[config.mk]
export PLATFORM = sky130hd
export DESIGN_NAME = moesi_line_state_machine
export DESIGN_NICKNAME = d
export VERILOG_FILES = /design/src/design/moesi_pkg.sv /design/src/design/moesi_line_state_machine.sv
export SDC_FILE = /design/constraint.sdc
export NUM_CORES = 1
export LEC_CHECK = 0
export BUFFER_PORTS_ARGS = -buffer_cell sky130_fd_sc_hd__buf_4
export CAP_MARGIN = 25
export CORE_MARGIN = 5
export CORE_UTILIZATION = 63
export CTS_CLUSTER_DIAMETER = 30
export DETAILED_ROUTE_END_ITERATION = 8
export GPL_TIMING_DRIVEN = 0
export PLACE_DENSITY_LB_ADDON = 0.2
export SLEW_MARGIN = 20
export SYNTH_ARGS = -nofsm -noshare
export SYNTH_HDL_FRONTEND = slang
export SYNTH_SLANG_ARGS = --single-unit
[constraint.sdc]
create_clock -name aclk -period 15.3 [get_ports aclk]
set_clock_uncertainty 0.1 [all_clocks]
set_input_delay 4.59 -clock aclk [delete_from_list [all_inputs] [get_ports aclk]]
set_output_delay 4.59 -clock aclk [all_outputs]
set_load 0.02 [all_outputs]
[src/design/moesi_pkg.sv]
// ----------------------------------------------------------------------------
// MOESI line controller package
// Shared widths, codes and beat types for the single-line MOESI controller.
// ----------------------------------------------------------------------------
`default_nettype none

package moesi_pkg;

    localparam int TagBits  = 20;
    localparam int NodeBits = 4;
    localparam int CntBits  = 32;

    // Event codes carried in the cmd field. Code 7 is unused and changes nothing.
    typedef enum logic [2:0] {
        CMD_READ       = 3'd0,
        CMD_WRITE      = 3'd1,
        CMD_EVICT      = 3'd2,
        CMD_INVALIDATE = 3'd3,
        CMD_FETCH      = 3'd4,
        CMD_READ_DATA  = 3'd5,
        CMD_WRITE_DATA = 3'd6
    } cmd_t;

    // Coherence states of the line.
    typedef enum logic [2:0] {
        ST_I = 3'd0,
        ST_S = 3'd1,
        ST_E = 3'd2,
        ST_O = 3'd3,
        ST_M = 3'd4
    } line_state_t;

    // Bus messages that an event asks for.
    typedef enum logic [1:0] {
        MSG_NONE   = 2'd0,
        MSG_BUSRD  = 2'd1,
        MSG_BUSRDX = 2'd2,
        MSG_BCAST  = 2'd3
    } bus_msg_t;

    typedef struct packed {
        logic [2:0]          cmd;
        logic                write_flag;
        logic [TagBits-1:0]  new_tag;
        logic [NodeBits-1:0] requester_node;
        logic                exclusive;
    } in_beat_t;

    typedef struct packed {
        logic [1:0]          bus_msg;
        logic [2:0]          line_state;
        logic                line_valid;
        logic                line_dirty;
        logic [TagBits-1:0]  line_tag;
        logic [NodeBits-1:0] owner_node;
        logic [CntBits-1:0]  hit_count;
        logic [CntBits-1:0]  miss_count;
        logic [CntBits-1:0]  eviction_count;
        logic [CntBits-1:0]  dirty_eviction_count;
        logic [CntBits-1:0]  invalidation_count;
        logic                fetch_error;
    } out_beat_t;

endpackage

`default_nettype wire

[src/design/moesi_line_state_machine.sv]
// ----------------------------------------------------------------------------
// MOESI line state machine
// Coherence controller for one cache line: takes one coherence event per
// beat and returns the bus message it needs plus a snapshot of the line.
// ----------------------------------------------------------------------------
//
//   Channel  Direction  Handshake          Beat
//   s_       in         s_valid/s_ready    in_beat_t  (one coherence event)
//   m_       out        m_valid/m_ready    out_beat_t (message and snapshot)
//
// An event is captured in an input register; when the result register is free,
// the line update is computed from that register and written into the result
// register together with the line state and counters, and m_valid rises. One
// event can be taken every cycle while m_ready stays high. The rate is set by
// the single read-modify-write of the line state. Reset (aresetn low at a
// rising edge) empties both registers, sets the line to invalid and clears tag,
// owner, dirty mark and counters. When m_ready is low the result is held, the
// input register fills and then s_ready drops; no beat is lost or repeated.
// ----------------------------------------------------------------------------
`default_nettype none

module moesi_line_state_machine
    import moesi_pkg::*;
(
    input  wire logic      aclk,
    input  wire logic      aresetn,

    input  wire logic      s_valid,
    output logic           s_ready,
    input  wire in_beat_t  s_data,

    output logic           m_valid,
    input  wire logic      m_ready,
    output out_beat_t      m_data
);

    // Saturating increment: the counter stops at its all-ones value.
    function automatic logic [CntBits-1:0] sat_inc(input logic [CntBits-1:0] cnt,
                                                   input logic               en);
        logic [CntBits-1:0] res;
        res = cnt;
        if (en && (cnt != {CntBits{1'b1}})) begin
            res = cnt + {{(CntBits-1){1'b0}}, 1'b1};
        end
        return res;
    endfunction

    // Pipeline registers.
    logic        s1_valid_reg, s1_valid_next;
    in_beat_t    s1_data_reg;
    logic        m_valid_reg, m_valid_next;
    out_beat_t   m_data_reg, m_data_next;

    // Line state.
    line_state_t         state_reg, state_next;
    logic                dirty_reg, dirty_next;
    logic [TagBits-1:0]  tag_reg, tag_next;
    logic [NodeBits-1:0] node_reg, node_next;
    logic [CntBits-1:0]  hits_reg, hits_next;
    logic [CntBits-1:0]  misses_reg, misses_next;
    logic [CntBits-1:0]  evict_reg, evict_next;
    logic [CntBits-1:0]  dirty_evict_reg, dirty_evict_next;
    logic [CntBits-1:0]  inval_reg, inval_next;

    // Decode of the held event.
    logic        advance;
    logic        is_access;
    logic        acc_write;
    line_state_t acc_state;
    line_state_t acc_state_next;
    logic        acc_hit;
    bus_msg_t    bus_msg;
    logic        fetch_error;

    // The event in the input register moves on when the result slot is free.
    assign advance = s1_valid_reg && (!m_valid_reg || m_ready);
    assign s_ready = !s1_valid_reg || advance;
    assign m_valid = m_valid_reg;
    assign m_data  = m_data_reg;

    always_comb begin
        s1_valid_next = s1_valid_reg;
        if (s_valid && s_ready) begin
            s1_valid_next = 1'b1;
        end else if (advance) begin
            s1_valid_next = 1'b0;
        end
        m_valid_next = m_valid_reg;
        if (advance) begin
            m_valid_next = 1'b1;
        end else if (m_ready) begin
            m_valid_next = 1'b0;
        end
    end

    // A read, write or evict-and-replace is an access. Evict-and-replace first
    // drops the line to invalid, so its access always starts from I.
    always_comb begin
        is_access = (s1_data_reg.cmd == CMD_READ) || (s1_data_reg.cmd == CMD_WRITE) ||
                    (s1_data_reg.cmd == CMD_EVICT);
        acc_write = (s1_data_reg.cmd == CMD_WRITE) ||
                    ((s1_data_reg.cmd == CMD_EVICT) && s1_data_reg.write_flag);
        acc_state = (s1_data_reg.cmd == CMD_EVICT) ? ST_I : state_reg;
        acc_hit   = (acc_state inside {ST_M, ST_O, ST_E}) ||
                    ((acc_state == ST_S) && !acc_write);
        case (acc_state)
            ST_M:    acc_state_next = ST_M;
            ST_O:    acc_state_next = ST_O;
            ST_E:    acc_state_next = acc_write ? ST_M : ST_E;
            ST_S:    acc_state_next = acc_write ? ST_M : ST_S;
            default: acc_state_next = acc_write ? ST_M : ST_E;
        endcase
    end

    // Next state of the line.
    always_comb begin
        state_next       = state_reg;
        dirty_next       = dirty_reg;
        tag_next         = tag_reg;
        node_next        = node_reg;
        evict_next       = evict_reg;
        dirty_evict_next = dirty_evict_reg;
        inval_next       = inval_reg;
        hits_next        = sat_inc(hits_reg, is_access && acc_hit);
        misses_next      = sat_inc(misses_reg, is_access && !acc_hit);
        case (s1_data_reg.cmd)
            CMD_READ: begin
                node_next  = s1_data_reg.requester_node;
                state_next = acc_state_next;
            end
            CMD_WRITE: begin
                dirty_next = 1'b1;
                node_next  = s1_data_reg.requester_node;
                state_next = acc_state_next;
            end
            CMD_EVICT: begin
                evict_next       = sat_inc(evict_reg, state_reg != ST_I);
                dirty_evict_next = sat_inc(dirty_evict_reg,
                                           (state_reg != ST_I) && dirty_reg);
                dirty_next       = s1_data_reg.write_flag;
                tag_next         = s1_data_reg.new_tag;
                node_next        = s1_data_reg.requester_node;
                state_next       = acc_state_next;
            end
            CMD_INVALIDATE: begin
                inval_next = sat_inc(inval_reg, 1'b1);
                state_next = ST_I;
            end
            CMD_FETCH: begin
                if (state_reg == ST_M) begin
                    state_next = ST_O;
                end else if (state_reg == ST_E) begin
                    state_next = ST_S;
                end
            end
            CMD_READ_DATA: begin
                state_next = s1_data_reg.exclusive ? ST_E : ST_S;
            end
            CMD_WRITE_DATA: begin
                state_next = ST_M;
            end
            default: begin
                state_next = state_reg;
            end
        endcase
    end

    // Outputs of the event: bus message and fetch error.
    always_comb begin
        bus_msg     = MSG_NONE;
        fetch_error = 1'b0;
        if (is_access) begin
            case (acc_state)
                ST_M:    bus_msg = MSG_NONE;
                ST_O:    bus_msg = acc_write ? MSG_BCAST : MSG_NONE;
                ST_E:    bus_msg = MSG_NONE;
                ST_S:    bus_msg = acc_write ? MSG_BUSRDX : MSG_NONE;
                default: bus_msg = acc_write ? MSG_BUSRDX : MSG_BUSRD;
            endcase
        end
        if (s1_data_reg.cmd == CMD_FETCH) begin
            fetch_error = !(state_reg inside {ST_M, ST_E, ST_O});
        end
    end

    // Snapshot of the line after the event.
    always_comb begin
        m_data_next.bus_msg              = bus_msg;
        m_data_next.line_state           = state_next;
        m_data_next.line_valid           = (state_next != ST_I);
        m_data_next.line_dirty           = dirty_next;
        m_data_next.line_tag             = tag_next;
        m_data_next.owner_node           = node_next;
        m_data_next.hit_count            = hits_next;
        m_data_next.miss_count           = misses_next;
        m_data_next.eviction_count       = evict_next;
        m_data_next.dirty_eviction_count = dirty_evict_next;
        m_data_next.invalidation_count   = inval_next;
        m_data_next.fetch_error          = fetch_error;
    end

    // Control and line state, cleared by reset.
    always_ff @(posedge aclk) begin
        if (!aresetn) begin
            s1_valid_reg    <= 1'b0;
            m_valid_reg     <= 1'b0;
            state_reg       <= ST_I;
            dirty_reg       <= 1'b0;
            tag_reg         <= '0;
            node_reg        <= '0;
            hits_reg        <= '0;
            misses_reg      <= '0;
            evict_reg       <= '0;
            dirty_evict_reg <= '0;
            inval_reg       <= '0;
        end else begin
            s1_valid_reg <= s1_valid_next;
            m_valid_reg  <= m_valid_next;
            if (advance) begin
                state_reg       <= state_next;
                dirty_reg       <= dirty_next;
                tag_reg         <= tag_next;
                node_reg        <= node_next;
                hits_reg        <= hits_next;
                misses_reg      <= misses_next;
                evict_reg       <= evict_next;
                dirty_evict_reg <= dirty_evict_next;
                inval_reg       <= inval_next;
            end
        end
    end

    // Payload registers need no reset.
    always_ff @(posedge aclk) begin
        if (s_valid && s_ready) begin
            s1_data_reg <= s_data;
        end
        if (advance) begin
            m_data_reg <= m_data_next;
        end
    end

    // The snapshot's valid flag agrees with its state.
    assert property (@(posedge aclk) disable iff (!aresetn)
        m_valid_reg |-> (m_data_reg.line_valid == (m_data_reg.line_state != ST_I)))
        else $error("line_valid disagrees with line_state");

    // Every dirty eviction is also counted as an eviction.
    assert property (@(posedge aclk) disable iff (!aresetn)
        dirty_evict_reg <= evict_reg)
        else $error("dirty eviction count exceeds eviction count");

    // A fetch error comes with no bus message.
    assert property (@(posedge aclk) disable iff (!aresetn)
        (m_valid_reg && m_data_reg.fetch_error) |-> (m_data_reg.bus_msg == MSG_NONE))
        else $error("fetch error with a bus message");

    // The line state moves only when an event is processed.
    assert property (@(posedge aclk) disable iff (!aresetn)
        ($past(aresetn) && !$past(advance)) |-> $stable(state_reg))
        else $error("line state changed without an event");

    // Hits rise by at most one per cycle.
    assert property (@(posedge aclk) disable iff (!aresetn)
        $past(aresetn) |-> ((hits_reg == $past(hits_reg)) ||
                            (hits_reg == $past(hits_reg) + CntBits'(1))))
        else $error("hit counter jumped");

endmodule

`default_nettype wire
==> impl_metrics.json <==
{
  "status": "finished with violations",
  "failed_checks": "design-rule violations",
  "antenna_found_initial": 0,
  "root_buffer": "clkbuf_16",
  "ios": 227,
  "post-route-period-util_pct": 65.85,
  "syn2layout_area_growth_pct": 25.30,
  "crit_required_ps": 10610,
  "synth_area_sq_um": 19290,
  "synthArstFlopShare_pct": 0,
  "cap_violations": 0,
  "rsz0062_at_grt": "false",
  "cp-end-kind": "output port",
  "max_freq_mhz": 99.25,
  "clk_pin_slew_ps": 50,
  "setup_ws_ps": 5225,
  "seq_power_share_pct": 39.8,
  "hold_violations": 0,
  "insertion_delay_ps": 580,
  "synth_fp_nets": 1966,
  "via_per_inst": 6.308,
  "start_util_pct": 63.38,
  "cts_sinks": 411,
  "fin_cells": 2697,
  "die_area_sq_um": 34210,
  "cts_buffers": 77,
  "drtIter0Drc": 1862,
  "synth_enable_flop_cells": 221,
  "place_area_sq_um": 21570,
  "grt_remaining_overflow": 0,
  "worstPathArrival_ps": 5390,
  "cpMaxStageDelayCell": "nor2b_1",
  "post_cts_resized": 0,
  "rows": 64,
  "period_needed_ps": 10080,
  "drive_gt1_share_pct": 17.47,
  "drc_errors": 1,
  "r2r_start": "m_valid",
  "hold_ws_ps": 394.0,
  "fp.dieW_um": 185.0,
  "synth-seq-cells": 411,
  "core_region_area_sq_um": 30430,
  "grt_first_pass_wirelength_um": 84330,
  "synth-seq-area-share_pct": 54.13,
  "synth_area_leaders": "edfxtp_1 34%, dfxtp_1 20%, xor2_1 4.6%",
  "final_nets": 2275,
  "synth_top_cell_by_area": "edfxtp_1",
  "ant_nets": 0,
  "path_cells": "buf_4 > nor2b_1 > nand2_1 > buf_4",
  "p_int_mw": 2.357,
  "finalSetupTns_ps": 0,
  "post_cts_buffers": 0,
  "cpPeakStageDelay_ps": 310,
  "avgSynthCellArea_sq_um": 10.00,
  "place_hpwl_um": 35660,
  "grt_max_degree": 57,
  "startpoint_type": "primary input",
  "grt_pass1_vias": 16280,
  "post-place-ws_ps": 5217,
  "p_total_mw": 3.056,
  "tritoncts": "built",
  "routed_wl_um": 53760,
  "p_leak_nw": 8.721,
  "n_antenna_cell": 0,
  "h-tree-depth": 3,
  "min_path_type": "flip-flop to flip-flop",
  "io_buffers": 226,
  "crit_type": "primary input to output port",
  "yosysWarnings": 0,
  "synth.distinct_cells": 59,
  "power.density_nw_per_um2": 126.5,
  "post-route-util_pct": 79.41,
  "pwr-share-comb_pct": 5.6,
  "die_y_um": 185.0,
  "num_vias": 17010,
  "ir_drop_mv": 0.09832,
  "clockBufferDepth": 3,
  "crit_fanout": 4,
  "final_area_sq_um": 24160,
  "worst_pin_slew_ps": 1003,
  "slew_violations": 0,
  "synth_ff_type": "edfxtp_1",
  "slew_headroom_pct": 32.53,
  "synthCells": 1928,
  "setup_violations": 0,
  "holdBufCountCts": 0,
  "switching_share_pct": 22.87,
  "wl_per_cell_um": 19.93,
  "fill_cells": 1908,
  "holdCritStartpoint": "node_reg[3]",
  "largest_reg_flops": 192,
  "track_usage_pct": 30.44,
  "drt-pass1-iter-count": 8,
  "place_congestion": 0.9258,
  "p_switching_mw": 0.6990,
  "clkPwrFrac_pct": 54.6,
  "synth_top_cell_area_share_pct": 34.41,
  "cpMostUsedCell": "buf_4",
  "placed_cells": 2553,
  "startpoint": "m_ready"
}
[cell usage after synthesis (4+ instances only)]
cell type and instances:
and2_1 12, nand2_1 216, inv_1 23, buf_2 16, xor2_1 101, mux2i_1 36, xnor2_1 57, nand2b_1 40
ha_1 5, clkbuf_1 100, nor4_1 54, o211ai_1 11, nor4b_1 4, or2_2 6, nand3_1 84, edfxtp_1 221
nand4_1 64, mux2_2 8, buf_1 5, o31ai_1 61, nor2_1 112, o21ai_0 61, or4_1 69, or3_1 63
a21oi_1 124, dfxtp_1 190, nor3_1 89, a31o_2 5, nor2b_1 5, a31oi_1 7, and4_1 17, and3_1 27
[layout make-up]
| type | instances | area (sq um) | share of cell area (%) |
|---|---|---|---|
| clock buffer | 98 | 2110 | 8.730 |
| clock inverter | 45 | 484.2 | 2.004 |
| tap | 396 | 495.5 | 2.050 |
| inverter | 23 | 86.33 | 0.3573 |
| multi-input combinational | 1373 | 8287 | 34.29 |
| buffer | 121 | 478.0 | 1.978 |
| timing repair buffer | 230 | 1784 | 7.384 |
| sequential | 411 | 10440 | 43.20 |
[power by group through the flow]
| stage | Combinational, mW | Sequential (mW) | Clock (mW) |
|---|---|---|---|
| floorplan | 0.0579 | 1.27 | 0 |
| global placement | 0.162 | 1.25 | 0 |
| detailed placement | 0.168 | 1.24 | 0 |
| CTS | 0.169 | 1.22 | 1.68 |
| global route | 0.180 | 1.22 | 1.73 |
| finish | 0.170 | 1.22 | 1.67 |
[cell usage in the layout (no fill, tap or decap), types with 11 or more instances in the layout]
cell type,synthesis,final
nor4_1,54,54
dfxtp_1,190,190
and2_1,12,11
a21oi_1,124,124
nand3_1,84,84
inv_1,23,23
edfxtp_1,221,221
clkbuf_1,100,113
and4_1,17,17
xnor2_1,57,57
o21ai_0,61,61
xor2_1,101,101
nand2_1,216,216
or3_1,63,63
o31ai_1,61,61
nand4_1,64,64
o211ai_1,11,11
or4_1,69,69
mux2i_1,36,36
and3_1,27,27
clkbuf_16,0,80
nand2b_1,40,40
nor2_1,112,112
buf_2,16,16
nor3_1,89,89
buf_4,0,226
[per-layer routing]
layer	global-route usage (%)	vias up	share of wire [%]
li1	-	7785	-
met1	39.69	8103	39
met2	50.96	990	48
met3	6.520	136	9.7
met4	10.31	0	2.9
met5	0	-	0
[worst max-delay path: cells and delay by family]
kind	cells	cell delay, ps
buf+inv	2	310
simple gates	2	480
[kinds of logic (layout without fill, tap and decap cells)]
| family | after synthesis | after routing | synth area share (%) |
|---|---|---|---|
| simple gates | 880 | 880 | 24.26 |
| fa+ha+maj | 5 | 5 | 0.3244 |
| buf+inv | 144 | 517 | 2.906 |
| xor+xnor | 158 | 158 | 7.175 |
| mux | 44 | 44 | 2.336 |
| flops | 411 | 411 | 54.13 |
| compound gates | 286 | 286 | 8.862 |
[final timing paths]
path                 endpoint  slack (ps)  cells after the start
hold reg to reg   node_reg[3]         390                      2
setup / recovery      s_ready        5220                      4
setup reg to reg  m_data[139]       10940                      8
hold / removal    node_reg[3]         390                      2
Note: power is estimated with default switching activity, not from simulation.
